$ cat config.mk
export PLATFORM = sky130hd
export DESIGN_NAME = thick_line_rasterizer_unit
export DESIGN_NICKNAME = d
export VERILOG_FILES = /design/src/rtl/tlr_pkg.sv /design/src/rtl/tlr_cfg.sv /design/src/rtl/tlr_core.sv /design/src/rtl/thick_line_rasterizer_unit.sv
export SDC_FILE = /design/constraint.sdc
export NUM_CORES = 1
export LEC_CHECK = 0
export BUFFER_PORTS_ARGS = -buffer_cell sky130_fd_sc_hd__buf_2
export CAP_MARGIN = 20
export CORE_ASPECT_RATIO = 0.9
export CORE_MARGIN = 2
export CORE_UTILIZATION = 40
export CTS_CLUSTER_DIAMETER = 100
export DETAILED_ROUTE_END_ITERATION = 12
export PLACE_DENSITY = 0.67
export REMOVE_ABC_BUFFERS = 1
export SLEW_MARGIN = 25
export SYNTH_ARGS = -nofsm -noshare
export SYNTH_HDL_FRONTEND = slang
export SYNTH_SLANG_ARGS = --single-unit
export TNS_END_PERCENT = 30
$ cat constraint.sdc
create_clock -name clk -period 15.7 [get_ports clk]
set_clock_uncertainty 0.1 [all_clocks]
set_input_delay 3.14 -clock clk [delete_from_list [all_inputs] [get_ports clk]]
set_output_delay 3.14 -clock clk [all_outputs]
set_load 0.01 [all_outputs]
$ cat src/rtl/tlr_pkg.sv
// Shared types and constants for the thick line rasteriser.
package tlr_pkg;

  localparam int COORD_BITS = 10;
  localparam int THICK_BITS = 8;
  localparam int WALK_BITS  = COORD_BITS + 1;
  localparam int COLOR_BITS = 16;
  localparam int CFG_IDX_BITS = 1;

  typedef logic [COORD_BITS-1:0] coord_t;
  typedef logic [WALK_BITS-1:0]  walk_t;
  typedef logic [THICK_BITS-1:0] thick_t;
  typedef logic [COLOR_BITS-1:0] color_t;

  typedef enum logic [1:0] {
    KIND_PIXEL    = 2'd0,
    KIND_ACCEPTED = 2'd1,
    KIND_REJECTED = 2'd2,
    KIND_IDLE     = 2'd3
  } kind_t;

  typedef enum logic [CFG_IDX_BITS-1:0] {
    CFG_SCREEN_WIDTH  = 1'd0,
    CFG_SCREEN_HEIGHT = 1'd1
  } cfg_reg_t;

  localparam coord_t WIDTH_RESET  = COORD_BITS'(240);
  localparam coord_t HEIGHT_RESET = COORD_BITS'(320);

  typedef struct packed {
    kind_t  kind;
    coord_t px;
    coord_t py;
    color_t color;
    logic   last;
  } result_t;

  typedef struct packed {
    coord_t width;
    coord_t height;
  } screen_t;

endpackage

$ cat src/rtl/tlr_cfg.sv
// Screen size registers, written through the plain write port.
module tlr_cfg (
  input  logic                          clk,
  input  logic                          rst_n,
  input  logic                          wr_en,
  input  logic [tlr_pkg::CFG_IDX_BITS-1:0] wr_index,
  input  tlr_pkg::coord_t               wr_data,
  output tlr_pkg::screen_t              screen
);
  import tlr_pkg::*;

  coord_t width_r;
  coord_t height_r;

  always_ff @(posedge clk) begin
    if (!rst_n) begin
      width_r  <= WIDTH_RESET;
      height_r <= HEIGHT_RESET;
    end else if (wr_en) begin
      unique case (cfg_reg_t'(wr_index))
        CFG_SCREEN_WIDTH:  width_r  <= wr_data;
        CFG_SCREEN_HEIGHT: height_r <= wr_data;
        default: ;
      endcase
    end
  end

  assign screen.width  = width_r;
  assign screen.height = height_r;

endmodule

$ cat src/rtl/tlr_core.sv
// Line state and single-step walk logic: one result per accepted item.
module tlr_core (
  input  logic             clk,
  input  logic             rst_n,
  input  logic             fire,
  input  logic             req_type,
  input  tlr_pkg::coord_t  x_start,
  input  tlr_pkg::coord_t  y_start,
  input  tlr_pkg::coord_t  x_end,
  input  tlr_pkg::coord_t  y_end,
  input  tlr_pkg::thick_t  thickness,
  input  tlr_pkg::color_t  pen_color,
  input  tlr_pkg::screen_t screen,
  output tlr_pkg::result_t res
);
  import tlr_pkg::*;

  logic   busy_r, busy_nxt;
  coord_t x0_r, y0_r, x1_r, y1_r;
  coord_t adx_r, ady_r, dist_r;
  logic   shx_r, xinc_r, yinc_r;
  color_t color_r;
  thick_t thick_r, pass_r, pass_nxt;
  walk_t  walk_x_r, walk_y_r, err_x_r, err_y_r, step_r;
  walk_t  walk_x_nxt, walk_y_nxt, err_x_nxt, err_y_nxt, step_nxt;
  logic   load_line;

  // start-side decode
  logic   rej;
  coord_t in_adx, in_ady;

  // tick-side
  walk_t              sum_x, sum_y, dist_w, off;
  walk_t              sx0, sx1, sy0, sy1;
  logic [THICK_BITS:0] next_p;
  logic               pass_done, fits, more;

  assign rej = (x_start > screen.width) || (y_start > screen.height) ||
               (x_end > screen.width) || (y_end > screen.height) ||
               (COORD_BITS'(thickness) > screen.width);
  assign in_adx = (x_end >= x_start) ? x_end - x_start : x_start - x_end;
  assign in_ady = (y_end >= y_start) ? y_end - y_start : y_start - y_end;

  assign dist_w = {1'b0, dist_r};
  assign sum_x  = err_x_r + {1'b0, adx_r};
  assign sum_y  = err_y_r + {1'b0, ady_r};
  assign next_p = {1'b0, pass_r} + (THICK_BITS+1)'(1);
  assign off    = WALK_BITS'(next_p);
  assign sx0    = {1'b0, x0_r} + (shx_r ? off : '0);
  assign sx1    = {1'b0, x1_r} + (shx_r ? off : '0);
  assign sy0    = {1'b0, y0_r} + (shx_r ? '0 : off);
  assign sy1    = {1'b0, y1_r} + (shx_r ? '0 : off);
  assign fits   = (sx0 <= {1'b0, screen.width}) && (sx1 <= {1'b0, screen.width}) &&
                  (sy0 <= {1'b0, screen.height}) && (sy1 <= {1'b0, screen.height});
  assign pass_done = step_r >= (dist_w + WALK_BITS'(1));
  assign more      = (next_p < {1'b0, thick_r}) && fits;

  always_comb begin
    busy_nxt   = busy_r;
    pass_nxt   = pass_r;
    walk_x_nxt = walk_x_r;
    walk_y_nxt = walk_y_r;
    err_x_nxt  = err_x_r;
    err_y_nxt  = err_y_r;
    step_nxt   = step_r;
    load_line  = 1'b0;
    res        = '0;
    if (!req_type) begin
      busy_nxt = 1'b0;
      if (rej) begin
        res.kind = KIND_REJECTED;
      end else begin
        res.kind   = KIND_ACCEPTED;
        load_line  = 1'b1;
        busy_nxt   = thickness != '0;
        pass_nxt   = '0;
        walk_x_nxt = {1'b0, x_start};
        walk_y_nxt = {1'b0, y_start};
        err_x_nxt  = '0;
        err_y_nxt  = '0;
        step_nxt   = '0;
      end
    end else if (!busy_r) begin
      res.kind = KIND_IDLE;
    end else begin
      res.kind  = KIND_PIXEL;
      res.px    = walk_x_r[COORD_BITS-1:0];
      res.py    = walk_y_r[COORD_BITS-1:0];
      res.color = color_r;
      err_x_nxt = sum_x;
      err_y_nxt = sum_y;
      if (sum_x > dist_w) begin
        err_x_nxt  = sum_x - dist_w;
        walk_x_nxt = xinc_r ? walk_x_r + WALK_BITS'(1) : walk_x_r - WALK_BITS'(1);
      end
      if (sum_y > dist_w) begin
        err_y_nxt  = sum_y - dist_w;
        walk_y_nxt = yinc_r ? walk_y_r + WALK_BITS'(1) : walk_y_r - WALK_BITS'(1);
      end
      if (pass_done) begin
        if (more) begin
          pass_nxt   = next_p[THICK_BITS-1:0];
          walk_x_nxt = sx0;
          walk_y_nxt = sy0;
          err_x_nxt  = '0;
          err_y_nxt  = '0;
          step_nxt   = '0;
        end else begin
          busy_nxt = 1'b0;
          res.last = 1'b1;
        end
      end else begin
        step_nxt = step_r + WALK_BITS'(1);
      end
    end
  end

  always_ff @(posedge clk) begin
    if (!rst_n) begin
      busy_r <= 1'b0;
    end else if (fire) begin
      busy_r <= busy_nxt;
    end
  end

  always_ff @(posedge clk) begin
    if (fire) begin
      pass_r   <= pass_nxt;
      walk_x_r <= walk_x_nxt;
      walk_y_r <= walk_y_nxt;
      err_x_r  <= err_x_nxt;
      err_y_r  <= err_y_nxt;
      step_r   <= step_nxt;
      if (load_line) begin
        x0_r    <= x_start;
        y0_r    <= y_start;
        x1_r    <= x_end;
        y1_r    <= y_end;
        adx_r   <= in_adx;
        ady_r   <= in_ady;
        dist_r  <= (in_adx > in_ady) ? in_adx : in_ady;
        shx_r   <= (x_start == x_end) && (y_start != y_end);
        xinc_r  <= x_end > x_start;
        yinc_r  <= y_end > y_start;
        color_r <= pen_color;
        thick_r <= thickness;
      end
    end
  end

  a_start_clears_or_loads: assert property (@(posedge clk) disable iff (!rst_n)
    fire && !req_type && rej |=> !busy_r)
    else $error("busy left set after a rejected start");

  a_err_x_bounded: assert property (@(posedge clk) disable iff (!rst_n)
    busy_r |-> err_x_r <= dist_w)
    else $error("x error accumulator exceeds distance");

  a_err_y_bounded: assert property (@(posedge clk) disable iff (!rst_n)
    busy_r |-> err_y_r <= dist_w)
    else $error("y error accumulator exceeds distance");

  a_step_bounded: assert property (@(posedge clk) disable iff (!rst_n)
    busy_r |-> step_r <= dist_w + WALK_BITS'(1))
    else $error("step count past end of pass");

  a_last_ends_line: assert property (@(posedge clk) disable iff (!rst_n)
    fire && res.last |=> !busy_r)
    else $error("still busy after last pixel");

endmodule

$ cat src/rtl/thick_line_rasterizer_unit.sv
// Thick line rasteriser top level: config registers, step core, result register.
// A result is presented in the cycle after its item is accepted.
// Throughput: one item per cycle; the whole step is one pass of core logic
// into the result register, and input is taken whenever that register is
// empty or is being drained in the same cycle.
// Reset (rst_n low, synchronous): idle, no result pending, screen 240 x 320.
module thick_line_rasterizer_unit (
  input  logic                             clk,
  input  logic                             rst_n,
  input  logic                             in_valid,
  output logic                             in_stall,
  input  logic                             in_req_type,
  input  tlr_pkg::coord_t                  in_x_start,
  input  tlr_pkg::coord_t                  in_y_start,
  input  tlr_pkg::coord_t                  in_x_end,
  input  tlr_pkg::coord_t                  in_y_end,
  input  tlr_pkg::thick_t                  in_thickness,
  input  tlr_pkg::color_t                  in_pen_color,
  output logic                             out_valid,
  input  logic                             out_stall,
  output logic [1:0]                       out_result_kind,
  output tlr_pkg::coord_t                  out_pixel_x,
  output tlr_pkg::coord_t                  out_pixel_y,
  output tlr_pkg::color_t                  out_pixel_color,
  output logic                             out_is_last,
  input  logic                             cfg_wr_en,
  input  logic [tlr_pkg::CFG_IDX_BITS-1:0] cfg_index,
  input  tlr_pkg::coord_t                  cfg_wdata
);
  import tlr_pkg::*;

  screen_t screen;
  result_t res;
  result_t res_r;
  logic    out_valid_r;
  logic    fire;

  assign in_stall = out_valid_r && out_stall;
  assign fire     = in_valid && !in_stall;

  tlr_cfg u_cfg (
    .clk      (clk),
    .rst_n    (rst_n),
    .wr_en    (cfg_wr_en),
    .wr_index (cfg_index),
    .wr_data  (cfg_wdata),
    .screen   (screen)
  );

  tlr_core u_core (
    .clk       (clk),
    .rst_n     (rst_n),
    .fire      (fire),
    .req_type  (in_req_type),
    .x_start   (in_x_start),
    .y_start   (in_y_start),
    .x_end     (in_x_end),
    .y_end     (in_y_end),
    .thickness (in_thickness),
    .pen_color (in_pen_color),
    .screen    (screen),
    .res       (res)
  );

  always_ff @(posedge clk) begin
    if (!rst_n) begin
      out_valid_r <= 1'b0;
    end else if (fire) begin
      out_valid_r <= 1'b1;
    end else if (!out_stall) begin
      out_valid_r <= 1'b0;
    end
  end

  always_ff @(posedge clk) begin
    if (fire) begin
      res_r <= res;
    end
  end

  assign out_valid       = out_valid_r;
  assign out_result_kind = res_r.kind;
  assign out_pixel_x     = res_r.px;
  assign out_pixel_y     = res_r.py;
  assign out_pixel_color = res_r.color;
  assign out_is_last     = res_r.last;

endmodule

==> flow_summary.toml <==
[status]
status = "complete, no violations"

[synthesis]
ys_ff_latch = 219
synth_edf_count = 197
synth_flop_cell = "edfxtp_1"
synth.avg_cell_area_sq_um = 9.92
ys_seq_area_share_pct = 37.1
ys_async_sr_fraction_pct = 0
ys.warnings.count = 0
yosysUniqueCellTypes = 76
netlist_instances = 1726
synth_area_sq_um = 17100

[finish]
syn_to_final_growth_pct = 12.1
final_common_cell = "ha_1"
layout-drive-gt1-share_pct = 11.6
mostFrequentLayoutCells = "237 x ha_1, 197 x edfxtp_1, 141 x nor2_1"
n_fill_cell = 3921
nNetsFinal = 2179

[global_routing]
grt_use_met3_pct = 3.14
top_usage_layer = "met2"
met1_usage_pct = 28.1
use_met2_pct = 32.1
grt_overflow = 0
grt_max_degree = 54
track_usage_pct = 20.2
grt_pass1_wl_mm = 72.0
grt_pass1_vias = 13296
antenna_found_initial = 4

[timing]
setup_violations = 0
finalCriticalPeriod_ns = 7.43
hold_viol = 0
tns_ns = 0
rsz0062_at_grt = "false"
finalWorstSetupSlack_ns = 8.27
period_share_pct = 47.3
slew_viol_final = 0
slew_headroom_pct = 38.0
tightest_slew_ns = 0.921
max_freq_ghz = 0.135

[die]
die_w_um = 222
die_y_um = 200
start_util_pct = 40.8
die-area_sq_um = 44500
rows = 71
ioPinCount = 122
core_area_sq_um = 42000

[drt]
num_vias = 13568
vias_per_cell = 5.62
drc = 0
routed_wl_mm = 46.1
dr.first_iter.drc_count = 1007
detail-route-antenna-nets = 0
dr.pass1.iters = 5
routedWlPerCell_um = 19.1

[clocking]
clk-insertion-delay-late_ns = 0.55
cts_buffers = 25
cts_buffer_depth = 3
htreeDepth = 1
clock-sinks = 219
cts_tree = "yes"
clkTransAtPathRegs_ns = 0.06
cts_setup_buffers = 0
cts_resized = 0
clk_root_buffer_cell = "clkbuf_16"
hold_buffers = 0

[critical_path]
startpoint = "u_core.pass_r[0]"
start_kind = "register"
rr_endpoint = "u_core.step_r[3]"
arrival_ns = 7.50
reg2reg_from = "u_core.pass_r[0]"
critPathKind = "reg -> reg"
reg2reg_slack_ns = 8.27
cp-end-kind = "register"
rr_worst_depth = 21
endpoint = "u_core.step_r[3]"
worstPathRequired_ns = 15.77
path_max_fanout = 11

[power_and_ir_drop]
ir_drop_v = 0.0000457
switching_share_pct = 27.4
p_sw_uw = 420
seqPwrFrac_pct = 43.0
internal_power_uw = 1110
p_per_area_nw_per_um2 = 79.8
power_uw = 1530
p_comb_share_pct = 18.3
p_leak_uw = 0.00813
p_clk_share_pct = 38.7

[place]
io_buffers = 121
dp_hpwl_mm = 36.3
dpl_worst_slack_ns = 7.63
finalWeightedCongestion = 0.942

[run]
drv_cap = 0

[min_path]
min_path_type = "reg -> reg"
metal layers:
layer	share of wire [%]	vias up
li1	-	6631
met1	47	6455
met2	44	370
met3	5.5	106
met4	3.5	6
met5	0.067	-
how the worst min path moves through the flow:
| stage | depth (start not counted) | slack (ns) | startpoint | end |
|---|---|---|---|---|
| after CTS | 2 | 0.37 | u_cfg.height_r[4] | u_cfg.height_r[4] |
| after global routing | 2 | 0.38 | u_cfg.height_r[2] | u_cfg.height_r[2] |
| final | 2 | 0.36 | u_cfg.height_r[4] | u_cfg.height_r[4] |
| after floorplan | 2 | 0.34 | u_cfg.height_r[1] | u_cfg.height_r[1] |
| after detailed placement | 2 | 0.36 | u_cfg.height_r[4] | u_cfg.height_r[4] |
| after global placement | 2 | 0.35 | u_cfg.width_r[8] | u_cfg.width_r[8] |
cell type report:
type | count | area, sq um | area share [%]
Antenna cell | 1 | 2.50 | 0.0130
Multi-Input combinational cell | 1334 | 10100 | 52.8
Sequential cell | 219 | 6360 | 33.1
Tap cell | 547 | 684 | 3.56
Inverter | 133 | 499 | 2.60
Clock inverter | 11 | 88.8 | 0.463
Clock buffer | 35 | 739 | 3.85
Timing Repair Buffer | 134 | 703 | 3.66
power groups by stage:
stage / logic (uW) / clock network (uW) / registers (uW)
floorplan: 181 / 0 / 673
global placement: 271 / 0 / 671
detailed placement: 277 / 0 / 671
CTS: 278 / 605 / 659
global route: 310 / 628 / 660
finish: 281 / 592 / 659
worst max-delay path: stages (launching register included):
cell and delay, ns:
edfxtp_1 0.52, ha_1 0.31, xor2_1 0.43, and2_1 0.25, ha_1 0.28, a21o_1 0.21
o21ai_1 0.17, a21boi_0 0.13, or3_1 0.40, maj3_2 0.34, maj3_2 0.32, maj3_2 0.32
xor2_1 0.15, ha_1 0.29, nand3_1 0.14, nor3_1 0.55, o32a_1 0.23, nand4_1 0.16
nor4_1 0.32, o211ai_1 0.24, o21bai_1 0.61, o21a_1 0.57
metrics by stage:
step	instances	hold WS, ns	util, %	instance area, sq um
global route	2414	0.384	45.7	19200
detailed placement	2367	0.357	43.7	18400
floorplan	1686	0.343	-	17000
global placement	2367	0.355	43.7	18400
CTS	2413	0.366	45.7	19200
finish	2414	0.364	45.7	19200
sequential cells by signal, summed over array words and instances (netlist names), 11 cells and up:
signal,count
u_core.color_r,16
u_core.err_x_r,11
out_pixel_color,16
u_core.step_r,11
u_core.err_y_r,11
cell usage after synthesis, drive strengths merged, types with 6 or more instances:
master / instances / area (sq um)
a2111oi: 6 / 58.8
xnor2: 85 / 752
o221ai: 9 / 78.8
o2111ai: 6 / 52.6
o21bai: 15 / 113
inv: 132 / 495
nor2b: 24 / 150
a21boi: 20 / 150
mux2: 12 / 135
and3: 50 / 318
a21oi: 117 / 586
nor2: 142 / 533
clkbuf: 28 / 105
a211oi: 18 / 148
ha: 237 / 2970
nand3: 58 / 295
fa: 14 / 280
nand2: 105 / 394
o21ai: 48 / 244
buf: 12 / 61.3
xor2: 40 / 358
o22ai: 9 / 56.3
maj3: 12 / 125
mux2i: 39 / 403
dfxtp: 22 / 440
nand2b: 15 / 93.8
o21a: 18 / 135
or3: 8 / 50.1
o211ai: 27 / 203
edfxtp: 197 / 5920
a21o: 41 / 308
nor3: 38 / 201
and2: 18 / 113
nand4: 26 / 163
nor4: 12 / 75.1
kinds of logic after synthesis:
family	synth area share [%]
and+or+nand+nor	14.4
buffers and inverters	3.89
AOI/OAI and AO/OA	15.3
xor gates and xnor gates	6.48
DFF	37.1
muxes	3.14
adders and majority gates	19.7
Power figures use the tool's default switching activity.
